`src/hdl/assert_macros.svh`:
```
// Assertion macros shared by the RTL of the nearest grid point selector.
// No dependencies; included by files that carry concurrent assertions.
`ifndef ASSERT_MACROS_SVH
`define ASSERT_MACROS_SVH

// Same-cycle implication, disabled during reset.
`define ASSERT_IMPLIES(label, clk, rst, ante, cons) \
  label: assert property (@(posedge clk) disable iff (rst) (ante) |-> (cons)) \
    else $error("assertion failed");

// Next-cycle implication, disabled during reset.
`define ASSERT_NEXT(label, clk, rst, ante, cons) \
  label: assert property (@(posedge clk) disable iff (rst) (ante) |=> (cons)) \
    else $error("assertion failed");

`endif

```
`src/hdl/ngps_pkg.sv`:
```
// Package for the nearest grid point selector: field widths, command codes and
// the control struct of the sorting cells. No dependencies.
package ngps_pkg;

  localparam int CMD_W      = 2;
  localparam int LAT_W      = 24;
  localparam int LON_W      = 25;
  localparam int DSQ_W      = 51;
  localparam int ROOT_W     = 26;
  localparam int DIST_W     = 25;
  localparam int INDEX_W    = 8;
  localparam int RANK_W     = 3;
  localparam int KCFG_W     = 4;
  localparam int IN_DATA_W  = 56;
  localparam int OUT_DATA_W = 40;

  localparam logic [KCFG_W-1:0] KCFG_RESET = 4'd8;

  localparam logic [CMD_W-1:0] CMD_APPEND = 2'd0;
  localparam logic [CMD_W-1:0] CMD_CLEAR  = 2'd1;
  localparam logic [CMD_W-1:0] CMD_QUERY  = 2'd2;

  typedef struct packed {
    logic clear;
    logic insert;
    logic shift;
  } cell_ctl_t;

endpackage

```
`src/hdl/ngps_sqrt.sv`:
```
// Iterative integer square root, one result bit per cycle, saturated to the
// distance width. Depends on ngps_pkg.
module ngps_sqrt (
  input  logic                        clk,
  input  logic                        rst,
  input  logic                        start,
  input  logic [ngps_pkg::DSQ_W-1:0]  radicand,
  output logic                        busy,
  output logic                        done,
  output logic [ngps_pkg::DIST_W-1:0] root
);

  localparam int RW  = ngps_pkg::ROOT_W;
  localparam int SW  = 2 * RW;
  localparam int CNW = $clog2(RW + 1);

  logic [SW-1:0]   rad;
  logic [RW:0]     rem;
  logic [RW-1:0]   res;
  logic [CNW-1:0]  cnt;
  logic [RW+2:0]   sh;
  logic [RW+2:0]   trial;
  logic [RW+2:0]   diff;
  logic            fits;

  assign sh    = {rem, rad[SW-1:SW-2]};
  assign trial = {1'b0, res, 2'b01};
  assign diff  = sh - trial;
  assign fits  = (sh >= trial);

  always_ff @(posedge clk) begin
    if (rst) begin
      busy <= 1'b0;
      done <= 1'b0;
      cnt  <= '0;
    end else begin
      done <= 1'b0;
      if (start) begin
        busy <= 1'b1;
        cnt  <= '0;
      end else if (busy) begin
        cnt <= cnt + CNW'(1);
        if (cnt == CNW'(RW - 1)) begin
          busy <= 1'b0;
          done <= 1'b1;
        end
      end
    end
  end

  always_ff @(posedge clk) begin
    if (start) begin
      rad <= SW'(radicand);
      rem <= '0;
      res <= '0;
    end else if (busy) begin
      rad <= {rad[SW-3:0], 2'b00};
      if (fits) begin
        rem <= diff[RW:0];
        res <= {res[RW-2:0], 1'b1};
      end else begin
        rem <= sh[RW:0];
        res <= {res[RW-2:0], 1'b0};
      end
    end
  end

  assign root = res[RW-1] ? '1 : res[ngps_pkg::DIST_W-1:0];

endmodule

```
`config.mk`:
```
export PLATFORM = sky130hd
export DESIGN_NAME = ngps_sqrt
export DESIGN_NICKNAME = d
export VERILOG_FILES = /design/src/hdl/assert_macros.svh /design/src/hdl/ngps_pkg.sv /design/src/hdl/ngps_sqrt.sv
export SDC_FILE = /design/constraint.sdc
export NUM_CORES = 1
export LEC_CHECK = 0
export BUFFER_PORTS_ARGS = -buffer_cell sky130_fd_sc_hd__clkbuf_2
export CAP_MARGIN = 20
export CORE_AREA = 2 2 166 168
export DETAILED_ROUTE_END_ITERATION = 10
export DIE_AREA = 0 0 168 170
export PLACE_DENSITY_LB_ADDON = 0.08
export REMOVE_ABC_BUFFERS = 1
export SKIP_LAST_GASP = 1
export SLEW_MARGIN = 10
export SYNTH_ARGS = -nofsm -noshare
export SYNTH_HDL_FRONTEND = slang
export SYNTH_SLANG_ARGS = --single-unit
```
`constraint.sdc`:
```
create_clock -name clk -period 6.7 [get_ports clk]
set_input_delay 0 -clock clk [delete_from_list [all_inputs] [get_ports clk]]
set_output_delay 0 -clock clk [all_outputs]
set_load 0.005 [all_outputs]
```
After elaboration in Yosys (flattened, before gate mapping)

Index checks and enable logic that the tools add are counted.

Register bits: 112
Input port bits: 54
Output and inout port bits: 27
Logic and storage cells: 24

Add/sub/neg operators: 2
Order comparisons: 1
Equal/unequal tests: 1
Multiplexer cells: 9
Bitwise logic cells: 1
Reductions and logical operators: 3

Operators by type and width:

| cell                  | number |
|---|---|
| $mux W51              | 2 |
| $ge A29 B28 Y1        | 1 |
| $mux W27              | 1 |
| $sub A27 B27 Y27      | 1 |
| $mux W25              | 1 |
| $add A5 B1 Y5 const B | 1 |
| $eq A5 B5 Y1 const B  | 1 |
| $mux W1               | 5 |
| $reduce_or A3 Y1      | 1 |
| $reduce_bool A2 Y1    | 1 |
| $reduce_or A2 Y1      | 1 |
| $not A1 Y1            | 1 |

Depth between registers and ports, before layout

Depth in word-level cells: 4
Gate-level depth with buffers: 11
Mapped depth without buffers: 9

Worst setup path after synthesis

No wires, ideal clock.

Path kind: reg2reg
Start: register busy
End: register rad[0] (enable)
Arrival: 1.930 ns
Required time: 6.295 ns
Setup slack: 4.365 ns
Stages on the path, launching flop included: 5
Period minus slack after synthesis: 2.335 ns
Cells stage by stage: dfxtp_1 -> clkbuf_1 -> nor2_1 -> clkbuf_1 -> inv_1

Cells in the longest elaborated chain, start to end: 1

Ends and longest elaborated chain:

| item                                | RTL line        | text |
|---|---|---|
| start, declared                     | ngps_sqrt.sv:8  | `output logic busy,` |
| start signal, assigned              | ngps_sqrt.sv:33 | `busy <= 1'b0;` |
| start signal, assigned              | ngps_sqrt.sv:39 | `busy <= 1'b1;` |
| start signal, assigned              | ngps_sqrt.sv:44 | `busy <= 1'b0;` |
| $reduce_bool A2 Y1 (no source line) | n/a             |  |
| end signal, assigned                | ngps_sqrt.sv:53 | `rad <= SW'(radicand);` |
| end signal, assigned                | ngps_sqrt.sv:57 | `rad <= {rad[SW-3:0], 2'b00};` |
| end, declared                       | ngps_sqrt.sv:17 | `logic [SW-1:0] rad;` |

No other way between the ends.
A chain may end at the register's enable or synchronous reset.

Worst setup path after layout

Start: register res[25]
End: register rem[20]

Cells in the longest elaborated chain, start to end: 2

Ends and longest elaborated chain:

| item                   | RTL line        | text |
|---|---|---|
| start, declared        | ngps_sqrt.sv:19 | `logic [RW-1:0] res;` |
| start signal, assigned | ngps_sqrt.sv:60 | `res <= {res[RW-2:0], 1'b1};` |
| start signal, assigned | ngps_sqrt.sv:63 | `res <= {res[RW-2:0], 1'b0};` |
| $ge A29 B28 Y1         | ngps_sqrt.sv:29 | `assign fits = (sh >= trial);` |
| $mux W27               | ngps_sqrt.sv:58 | `if (fits) begin` |
| end signal, assigned   | ngps_sqrt.sv:59 | `rem <= diff[RW:0];` |
| end signal, assigned   | ngps_sqrt.sv:62 | `rem <= sh[RW:0];` |
| end, declared          | ngps_sqrt.sv:18 | `logic [RW:0] rem;` |

No other way between the ends.

==> flow_metrics.env <==
export IMPL_run_status="completed"
export IMPL_grt_start_max_net_pins=58
export IMPL_syn_to_final_growth_pct=22.2
export IMPL_fin_crit_sh=0.520
export IMPL_crit_start="res[25]"
export IMPL_first_iter_violations=289
export IMPL_pwr_share_clk=0.164
export IMPL_synth_ff_type="dfxtp_1"
export IMPL_synth_seq_cells=112
export IMPL_critical_path_max_stage_delay_ns=0.77
export IMPL_cts_root_buf="clkbuf_16"
export IMPL_fillCellCount=2809
export IMPL_drtAntennaViolNets=0
export IMPL_grt_pass1_vias=5771
export IMPL_p_leak_uw=0.00328
export IMPL_drt_total_wl_um=19300
export IMPL_dr_total_vias=5602
export IMPL_max_freq_ghz=0.287
export IMPL_viasPerCell=4.88
export IMPL_clock_sinks=112
export IMPL_critPathKind="register to register"
export IMPL_synth_compound_area_frac=0.158
export IMPL_layout_commonest_cell="clkbuf_2"
export IMPL_top_layer="met4"
export IMPL_required_ns=6.95
export IMPL_worst_skew_pair_late_latency_ns=0.36
export IMPL_core_area_um2=26700
export IMPL_diodes=0
export IMPL_slew_headroom=0.315
export IMPL_drcViolationCount=0
export IMPL_worst_setup_path_end_kind="register"
export IMPL_synthCells=701
export IMPL_async_flop_share=0
export IMPL_p_sw_frac=0.472
export IMPL_cts_buffer_depth=2
export IMPL_synth_area_leaders="edfxtp_1 23%, dfxtp_1 18%, mux2_2 8.3%"
export IMPL_die_h_um=170
export IMPL_final_setup_skew_ns=0.0124
export IMPL_setup_violations=0
export IMPL_switching_power_uw=1570
export IMPL_drt_wirelength_per_cell_um=16.8
export IMPL_critPathMaxFanout=26
export IMPL_yosys_area_top_type_share=0.231
export IMPL_cts_tree="yes"
export IMPL_worst_pin_slew_ns=1.02
export IMPL_worstPathArrival_ns=3.73
export IMPL_synth_top_family_by_area="simple AND/OR/NAND/NOR gates"
export IMPL_cts_clk_slew_worst_paths_ns=0.08
export IMPL_hold_violations=0
export IMPL_grt_usage=0.138
export IMPL_row_count=60
export IMPL_muxShareOfSynthArea=0.122
export IMPL_post_route_min_period_ns=3.48
export IMPL_htree_levels=3
export IMPL_cts_resized=0
export IMPL_wl_met1_um=9340
export IMPL_hold_ws_ns=0.151
export IMPL_die_area_um2=28600
export IMPL_final_cell_mix="79 x clkbuf_2, 75 x nor2_1, 63 x nand2_1, 60 x dfxtp_1, 52 x dlygate4sd3_1"
export IMPL_drv_cap=0
export IMPL_synthAdderAreaFrac=0.0566
export IMPL_synth_edf_count=51
export IMPL_yosysUniqueCellTypes=71
export IMPL_grt_ovfl_total=0
export IMPL_initial_core_util=0.249
export IMPL_yosysTopAreaCell="edfxtp_1"
export IMPL_avgSynthCellArea_um2=9.46
export IMPL_combPwrFrac=0.570
export IMPL_syn_area_um2=6630
export IMPL_seq_power_share=0.266
export IMPL_rr_worst_depth=7
export IMPL_internal_power_uw=1760
export IMPL_slew_violations=0
export IMPL_reg2reg_slack_ns=3.22
export IMPL_final_layout_size_suffix_gt1_frac=0.200
export IMPL_grt_setup_unrepaired="false"
export IMPL_io_pins=81
export IMPL_antenna_found_initial=0
export IMPL_ir_drop_mv=0.272
export IMPL_tns_ns=0
export IMPL_die_w_um=168
export IMPL_routed_wl_met2_um=9060
export IMPL_min_path_type="primary input to register"
export IMPL_crit_top_cell="nand2_1"
export IMPL_crit_buf_inv=1
export IMPL_r2r_start="res[25]"
export IMPL_io_buffers=80
export IMPL_worstPathCellList="clkinv_1 > ha_1 > o21ai_0 > nand2_1 > nand2_1 > nand2_1 > o311a_1"
export IMPL_hold_end="rad[51]"
export IMPL_grt_pass1_wl_um=31200
export IMPL_holdPathStages=2
export IMPL_yosys_warnings=0
export IMPL_yosys_area_share_simple=0.169
export IMPL_nets=888
export IMPL_critPathSlowestCell="nand2_1"
export IMPL_dr_wl_met3_um=744
export IMPL_critPathTopFamily="simple AND/OR/NAND/NOR gates"
export IMPL_critical_path_startpoint_type="register"
export IMPL_ys_seq_area_frac=0.415
export IMPL_hpwl_um=13100
export IMPL_cts_made_buffers=9
export IMPL_hp_start="start"
export IMPL_post_route_util=0.304
export IMPL_gp_congestion=0.794
export IMPL_dr_pass1_iters=4
export IMPL_synth_xor_area_share=0.0251
export IMPL_r2r_end="rem[20]"
export IMPL_power_density_nw_per_um2=411
cell type report:
type / instances / area [um2] / share of cell area
clock buffers: 9 / 225 / 0.0278
clock inverters: 6 / 57.6 / 0.00710
inverters: 38 / 143 / 0.0176
multi-input cells: 507 / 3520 / 0.435
flip-flops and latches: 112 / 2760 / 0.340
well taps: 341 / 427 / 0.0526
repair buffers: 136 / 973 / 0.120
power by group through the flow:
| stage | Clock [uW] | Sequential, uW | Combinational [uW] |
|---|---|---|---|
| 3_3_place_gp | 0 | 904 | 1840 |
| 6_report | 548 | 886 | 1900 |
| 2_1_floorplan | 0 | 877 | 1310 |
| 3_5_place_dp | 0 | 902 | 1840 |
| 4_1_cts | 577 | 888 | 1880 |
| 5_1_grt | 603 | 898 | 2100 |
routing by layer:
metal / global-route usage / vias to the layer above
li1: - / 2780
met1: 0.177 / 2713
met2: 0.240 / 102
met3: 0.0286 / 7
met4: 0.0280 / 0
met5: 0 / -
metrics by stage:
step                area, um2  cells  setup slack (ns)  power, uW
global placement         7270   1080              3.14       2740
global route             8100   1149              2.82       3600
CTS                      8070   1147              3.04       3340
detailed placement       7270   1080              3.04       2740
floorplan                6420    657              2.70       2190
finish                   8100   1149              3.22       3330
kinds of logic (layout without fill, tap and decap cells):
logic type | Yosys count | count (layout)
AND/OR/NAND/NOR | 235 | 235
AO/OA/AOI/OAI | 148 | 148
flip-flops | 112 | 112
buffers and inverters | 82 | 189
multiplexers | 75 | 75
adder cells (fa/ha/maj) | 30 | 30
XOR/XNOR | 19 | 19
what timing repair did:
item | in CTS | in global routing
endpoints found under the hold margin | 58 | 0
hold buffers | 52 | 0
setup endpoints to repair | 0 | 0
buffers inserted | 0 | 0
registers in the layout, summed over array words and instances, names as in the netlist:
register	count
res	26
rem	27
cnt	5
rad	52
busy	1
done	1
how the worst max path moves through the flow:
| stage | endpoint | slack, ns | cells after the start |
|---|---|---|---|
| CTS | rem[20] | 3.04 | 7 |
| detailed placement | rem[20] | 3.04 | 7 |
| global placement | rem[6] | 3.14 | 7 |
| floorplan | rad[0] | 2.70 | 2 |
| finish | rem[20] | 3.22 | 7 |
| global route | rem[20] | 2.82 | 7 |
Yosys cell counts (12+ instances only):
master	instances
nor2_1	75
nand2_1	63
dfxtp_1	61
edfxtp_1	51
mux2_2	49
inv_1	36
ha_1	30
a21oi_1	29
mux2i_1	26
nand3_1	26
clkbuf_1	20
o21ai_0	16
a311oi_1	13
nand4_1	13
o211ai_1	13
nor3_1	12
(Power assumes the default switching activity.)
