**src/hdl/assert_macros.svh**
```systemverilog
// Assertion macros shared by the RTL of the nearest grid point selector.
// No dependencies; included by files that carry concurrent assertions.
`ifndef ASSERT_MACROS_SVH
`define ASSERT_MACROS_SVH

// Same-cycle implication, disabled during reset.
`define ASSERT_IMPLIES(label, clk, rst, ante, cons) \
  label: assert property (@(posedge clk) disable iff (rst) (ante) |-> (cons)) \
    else $error("assertion failed");

// Next-cycle implication, disabled during reset.
`define ASSERT_NEXT(label, clk, rst, ante, cons) \
  label: assert property (@(posedge clk) disable iff (rst) (ante) |=> (cons)) \
    else $error("assertion failed");

`endif

```
**src/hdl/ngps_pkg.sv**
```systemverilog
// Package for the nearest grid point selector: field widths, command codes and
// the control struct of the sorting cells. No dependencies.
package ngps_pkg;

  localparam int CMD_W      = 2;
  localparam int LAT_W      = 24;
  localparam int LON_W      = 25;
  localparam int DSQ_W      = 51;
  localparam int ROOT_W     = 26;
  localparam int DIST_W     = 25;
  localparam int INDEX_W    = 8;
  localparam int RANK_W     = 3;
  localparam int KCFG_W     = 4;
  localparam int IN_DATA_W  = 56;
  localparam int OUT_DATA_W = 40;

  localparam logic [KCFG_W-1:0] KCFG_RESET = 4'd8;

  localparam logic [CMD_W-1:0] CMD_APPEND = 2'd0;
  localparam logic [CMD_W-1:0] CMD_CLEAR  = 2'd1;
  localparam logic [CMD_W-1:0] CMD_QUERY  = 2'd2;

  typedef struct packed {
    logic clear;
    logic insert;
    logic shift;
  } cell_ctl_t;

endpackage

```
**src/hdl/ngps_cell.sv**
```systemverilog
// One cell of the sorted nearest-point list. Holds one squared distance and
// its point index. Depends on ngps_pkg.
module ngps_cell #(
  parameter int IW = 8
) (
  input  logic                      clk,
  input  logic                      rst,
  input  ngps_pkg::cell_ctl_t       ctl,
  input  logic                      enable,
  input  logic [ngps_pkg::DSQ_W-1:0] new_dsq,
  input  logic [IW-1:0]             new_idx,
  input  logic                      left_take,
  input  logic                      left_valid,
  input  logic [ngps_pkg::DSQ_W-1:0] left_dsq,
  input  logic [IW-1:0]             left_idx,
  input  logic                      right_valid,
  input  logic [ngps_pkg::DSQ_W-1:0] right_dsq,
  input  logic [IW-1:0]             right_idx,
  output logic                      valid,
  output logic [ngps_pkg::DSQ_W-1:0] dsq,
  output logic [IW-1:0]             idx,
  output logic                      take
);

  // A new point lands here when this slot is free or holds a strictly larger
  // distance; an equal distance keeps the earlier point ahead.
  assign take = enable && (!valid || (new_dsq < dsq));

  always_ff @(posedge clk) begin
    if (rst) begin
      valid <= 1'b0;
    end else if (ctl.clear) begin
      valid <= 1'b0;
    end else if (ctl.shift) begin
      valid <= right_valid;
    end else if (ctl.insert && take) begin
      valid <= left_take ? left_valid : 1'b1;
    end
  end

  always_ff @(posedge clk) begin
    if (ctl.shift) begin
      dsq <= right_dsq;
      idx <= right_idx;
    end else if (ctl.insert && take) begin
      if (left_take) begin
        dsq <= left_dsq;
        idx <= left_idx;
      end else begin
        dsq <= new_dsq;
        idx <= new_idx;
      end
    end
  end

endmodule

```
**config.mk**
```make
export PLATFORM = sky130hd
export DESIGN_NAME = ngps_cell
export DESIGN_NICKNAME = d
export VERILOG_FILES = /design/src/hdl/assert_macros.svh /design/src/hdl/ngps_pkg.sv /design/src/hdl/ngps_cell.sv
export SDC_FILE = /design/constraint.sdc
export NUM_CORES = 1
export LEC_CHECK = 0
export ABC_AREA = 1
export BUFFER_PORTS_ARGS = -buffer_cell sky130_fd_sc_hd__buf_2
export CAP_MARGIN = 20
export CORE_MARGIN = 2
export CORE_UTILIZATION = 42
export CTS_BUF_LIST = sky130_fd_sc_hd__clkbuf_8
export DETAILED_ROUTE_END_ITERATION = 8
export PLACE_DENSITY = 0.8
export SLEW_MARGIN = 20
export SYNTH_ARGS = -nofsm -noshare
export SYNTH_HDL_FRONTEND = slang
export SYNTH_SLANG_ARGS = --single-unit
```
**constraint.sdc**
```tcl
create_clock -name clk -period 2.6 [get_ports clk]
set_clock_uncertainty 0.1 [all_clocks]
set_input_delay 0.52 -clock clk [delete_from_list [all_inputs] [get_ports clk]]
set_output_delay 0.52 -clock clk [all_outputs]
set_load 0.03 [all_outputs]
```
# ---- Yosys cells after proc, flatten, opt, wreduce, memory -nomap -nowiden
# Index checks and enable logic that the tools add are counted.
# Widths: inputs -> output; s select.
dict set report totals {
  reg_bits 60
  inputBits 186
  output_inout_bits 61
  word_cells 19
}
dict set report classes {
  order_cmp 1
  mux 9
  n_reduce_logical 6
}
# operator count
set op_table {}
lappend op_table {{$mux 51} 3}
lappend op_table {{$lt 51x51->1} 1}
lappend op_table {{$mux 8} 3}
lappend op_table {{$mux 1} 3}
lappend op_table {{$logic_and 1x1->1} 2}
lappend op_table {{$reduce_bool 2->1} 1}
lappend op_table {{$reduce_or 2->1} 1}
lappend op_table {{$logic_not 1->1} 1}
lappend op_table {{$logic_or 1x1->1} 1}

# ---- Depth between registers and ports, before layout
dict set report logic_depth {
  ltp_word 6
  mapped_depth 16
}

# ---- Least setup slack after synthesis
# No wires, ideal clock.
dict set report synth_timing {
  path_kind {register -> register}
  startpoint {reg dsq[38] (netlist bit)}
  endpoint {reg dsq[0] (netlist bit), enable pin}
  setup_ps 392
  t_arrival_ps 2266
  required_time_ps 2108
  path_slack_ps -158
  path_stages_with_launch 14
  synth_period_minus_slack_ps 2758
  cell_sequence {edfxtp_1 > inv_1 > ha_1 > nand2_1 > inv_1 > nand2_1 > nand2_1 > nand2_1 > nand3_1 > a21oi_1 > nand3_1 > nand2_1 > nand3_2 > nand2_2}
}
dict set report synth_between {
  elab_chain_len 5
}
# item line_no
set synth_rtl {}
lappend synth_rtl {{start: declaration} ngps_cell.sv:20} ;# output logic [ngps_pkg::DSQ_W-1:0] dsq,
lappend synth_rtl {{start signal: assignment} ngps_cell.sv:43} ;# dsq <= right_dsq;
lappend synth_rtl {{start signal: assignment} ngps_cell.sv:47} ;# dsq <= left_dsq;
lappend synth_rtl {{start signal: assignment} ngps_cell.sv:50} ;# dsq <= new_dsq;
lappend synth_rtl {{$lt 51x51->1} ngps_cell.sv:27} ;# assign take = enable && (!valid || (new_dsq < dsq));
lappend synth_rtl {{$logic_or 1x1->1} ngps_cell.sv:27}
lappend synth_rtl {{$logic_and 1x1->1} ngps_cell.sv:27}
lappend synth_rtl {{$logic_and 1x1->1} ngps_cell.sv:45} ;# end else if (ctl.insert && take) begin
lappend synth_rtl {{$reduce_bool 2->1 (no line)} n/a}
# No other way between the ends.
# A chain may end at the register's enable or synchronous reset.

# ---- Final worst setup path
dict set report layout_timing {
  startpoint {reg dsq[40] (netlist bit)}
  endpoint {out take}
}
dict set report layout_between {
  elab_chain_len 3
}
# item line_no
set layout_rtl {}
lappend layout_rtl {{$lt 51x51->1} ngps_cell.sv:27}
lappend layout_rtl {{$logic_or 1x1->1} ngps_cell.sv:27}
lappend layout_rtl {{$logic_and 1x1->1} ngps_cell.sv:27}
lappend layout_rtl {{end: declaration} ngps_cell.sv:22} ;# output logic take
# No other way between the ends.

==> insert_results.sql <==
INSERT INTO impl_metrics (metric_group, metric, value, unit) VALUES
('critical_path', 'regToRegStartpoint', 'dsq[40]', ''),
('critical_path', 'critical_path.startpoint', 'dsq[40]', ''),
('pwr', 'clock_power_share', '23.8', '%'),
('timing', 'hold_violations', '0', ''),
('global_routing', 'total_routing_usage_reported_by_global_routing', '22.7', '%'),
('die', 'placeable_core_area', '0.0102', 'sq mm'),
('routing', 'postRouteWirelength', '12900', 'um'),
('pwr', 'switching_share', '34.3', '%'),
('place', 'gp_congestion', '0.806', ''),
('global_routing', 'number_of_antenna_violations_at_the_first_check_in_global_routing', '0', ''),
('global_routing', 'met1_usage', '26.7', '%'),
('run', 'drv.max_cap_violation_count', '0', ''),
('routing', 'viasPerCell', '4.96', ''),
('critical_path', 'crit_path_max_fanout', '2', ''),
('pwr', 'power.combinational.fraction', '33.7', '%'),
('synthesis', 'yosys_warnings', '0', ''),
('die', 'top_level_ports', '247', ''),
('routing', 'avgRoutedWirePerCell', '13.5', 'um'),
('status', 'violated_checks', 'negative setup slack', ''),
('timing', 'final.setup.tns', '-0.0121', 'ns'),
('place', 'hpwl', '9640', 'um'),
('critical_path', 'critPathTopFamily', 'compound AO/OA/AOI/OAI gates', ''),
('synthesis', 'synthesis.nets', '802', ''),
('critical_path', 'worstPathCellList', 'inv_1 > ha_4 > a21oi_1 > nor2_1 > nor2_1 > nand3_2 > a21oi_2 > nand3_2 > a21boi_2 > buf_6', ''),
('routing', 'route.detailed.drc', '0', ''),
('critical_path', 'critical_path_start_type', 'flip-flop', ''),
('pwr', 'power_frac_seq', '42.5', '%'),
('critical_path', 'cp_data_required_time', '1.98', 'ns'),
('pwr', 'cell_internal_pwr', '1.87', 'mW'),
('synthesis', 'ys_ff_latch', '60', ''),
('critical_path', 'path_class', 'flip-flop to output port', ''),
('global_routing', 'grt.met3_usage', '4.41', '%'),
('routing', 'firstDrtPassIters', '6', ''),
('critical_path', 'timing.critical_path.buf_inv', '2', ''),
('synthesis', 'netlist_instances', '566', ''),
('layout', 'drive_gt1_share', '38.0', '%'),
('clock_tree', 'post_cts_hold_buffer_count', '0', ''),
('layout', 'layout-area-overhead-vs-synth', '39.4', '%'),
('critical_path', 'delay_contributed_by_the_slowest_stage_of_the_critical_path', '0.39', 'ns'),
('clock_tree', 'cts_tree', 'yes', ''),
('global_routing', 'grt_remaining_overflow', '0', ''),
('layout', 'layout_fillers', '959', ''),
('pwr', 'power.density_cell_area', '466', 'mW/mm^2'),
('die', 'die_h', '106', 'um'),
('timing', 'timing.final.setup_violations', '1', ''),
('die', 'die_ar', '0.0113', 'sq mm'),
('synthesis', 'post_synth_num_cell_types', '27', ''),
('critical_path', 'slowest_stage', 'edfxtp_1', ''),
('timing', 'drv_slew', '0', ''),
('synthesis', 'post_synth.cell_area_avg', '7.76', 'sq um'),
('global_routing', 'grt_start_max_net_pins', '63', ''),
('clock_tree', 'clock_sink_count', '60', ''),
('global_routing', 'grt_first_pass_wirelength', '20700', 'um'),
('place', 'io_buffer_count', '246', ''),
('timing', 'final.setup.worst_slack', '-0.0121', 'ns'),
('critical_path', 'critPathCaptureType', 'output port', ''),
('clock_tree', 'clk-insertion-delay-late', '0.33', 'ns'),
('pwr', 'total_power', '2.85', 'mW'),
('routing', 'route.antenna.remaining_nets', '0', ''),
('pwr', 'total_switching_power', '0.980', 'mW'),
('clock_tree', 'cts-root-buf', 'clkbuf_8', ''),
('routing', 'route.vias.total', '4733', ''),
('global_routing', 'first_global_vias', '4620', ''),
('critical_path', 'worst_ep_arrival_time', '1.99', 'ns'),
('pwr', 'p_leak', '3.19', 'nW'),
('die', 'total_number_of_placement_rows', '37', ''),
('layout', 'num_antenna_cells', '0', ''),
('timing', 'fmaxAchievable', '383', 'MHz'),
('clock_tree', 'clk_pin_slew_worst_paths', '0.06', 'ns'),
('status', 'status', 'finished, violations left', ''),
('clock_tree', 'htree_num_levels', '3', '');
[worst reg2reg max path, stage by stage, from the launching register on]
cell and delay, ns:
edfxtp_1 0.39, inv_1 0.12, ha_4 0.21, a21oi_1 0.13, nor2_1 0.06, nor2_1 0.11
nand3_2 0.09, a21oi_2 0.17, nand3_2 0.10, buf_4 0.14, nand2_1 0.06, nand3_2 0.08
nand2_4 0.10, buf_12 0.21
[what timing repair did]
action,CTS,global route
pin swaps,15,6
gates resized for setup,21,2
hold endpoints to repair,0,0
endpoints found under the setup margin,1,1
buffers inserted,8,0
cloned,0,0
[cell families after synthesis]
family	share of synthesized area [%]
AOI/OAI and AO/OA	16.9
adders and majority gates	14.2
and+or+nand+nor	19.8
DFF	40.8
buffers and inverters	8.29
[per-stage QoR]
stage | utilization (%) | std cells | area, sq um
CTS | 59.8 | 954 | 6120
detailed placement | 56.7 | 931 | 5810
floorplan | - | 566 | 4400
global route | 59.9 | 954 | 6130
finish | 59.9 | 954 | 6130
global placement | 56.7 | 931 | 5810
[power groups by stage]
stage	sequential [mW]	clock, mW	combinational [mW]
floorplan	1.41	0	0.390
global placement	1.23	0	0.902
detailed placement	1.23	0	0.914
CTS	1.21	0.695	0.963
global route	1.22	0.736	1.08
finish	1.21	0.679	0.962
[path summary, 6_finish.rpt]
| check | end | cells after the start |
|---|---|---|
| max | take | 10 |
| min | valid | 4 |
| max reg2reg | dsq[18] | 13 |
| min reg2reg | valid | 3 |
[cells in the final DEF, fill, tap and decap left out, drive strengths merged]
master / synthesis / routed
dfxtp: 1 / 1
o21a: 1 / 1
nand3b: 1 / 1
nand2: 127 / 127
a21o: 1 / 1
o21ai: 2 / 2
clkinv: 0 / 4
a21boi: 1 / 1
edfxtp: 59 / 59
clkbuf: 18 / 9
nor2: 79 / 79
inv: 67 / 69
nor3: 1 / 1
nand4: 2 / 2
buf: 8 / 263
ha: 50 / 50
a211o: 1 / 1
a21oi: 139 / 139
nand3: 8 / 8
[final cells by class]
type | instances | area, sq um | area share (%)
multi-input combinational | 413 | 2350 | 38.3
sequential | 60 | 1790 | 29.2
timing repair buffer | 263 | 1420 | 23.1
inverter | 67 | 251 | 4.11
tap | 136 | 170 | 2.78
clock buffer | 9 | 124 | 2.02
clock inverter | 6 | 25.0 | 0.408
[routing by layer]
| metal | vias to the layer above | part of all wire, % |
|---|---|---|
| met5 | - | 0 |
| met4 | 0 | 2.0 |
| met3 | 28 | 6.6 |
| met1 | 2128 | 41 |
| met2 | 198 | 50 |
| li1 | 2379 | - |
[state kept, by name, summed over array words and instances (netlist names)]
| signal | cells |
|---|---|
| dsq | 51 |
| valid | 1 |
| idx | 8 |
[synth_stat cells, drive strengths merged]
cell | n | area, sq um
a21oi | 139 | 699
nand2 | 127 | 487
nor2 | 79 | 309
inv | 67 | 252
edfxtp | 59 | 1770
ha | 50 | 626
clkbuf | 18 | 67.6
buf | 8 | 45.0
nand3 | 8 | 45.0
nand4 | 2 | 12.5
o21ai | 2 | 10.0
a211o | 1 | 8.76
a21boi | 1 | 7.51
a21o | 1 | 7.51
dfxtp | 1 | 20.0
nand3b | 1 | 7.51
nor3 | 1 | 10.0
o21a | 1 | 8.76
Power figures use the tool's default switching activity.
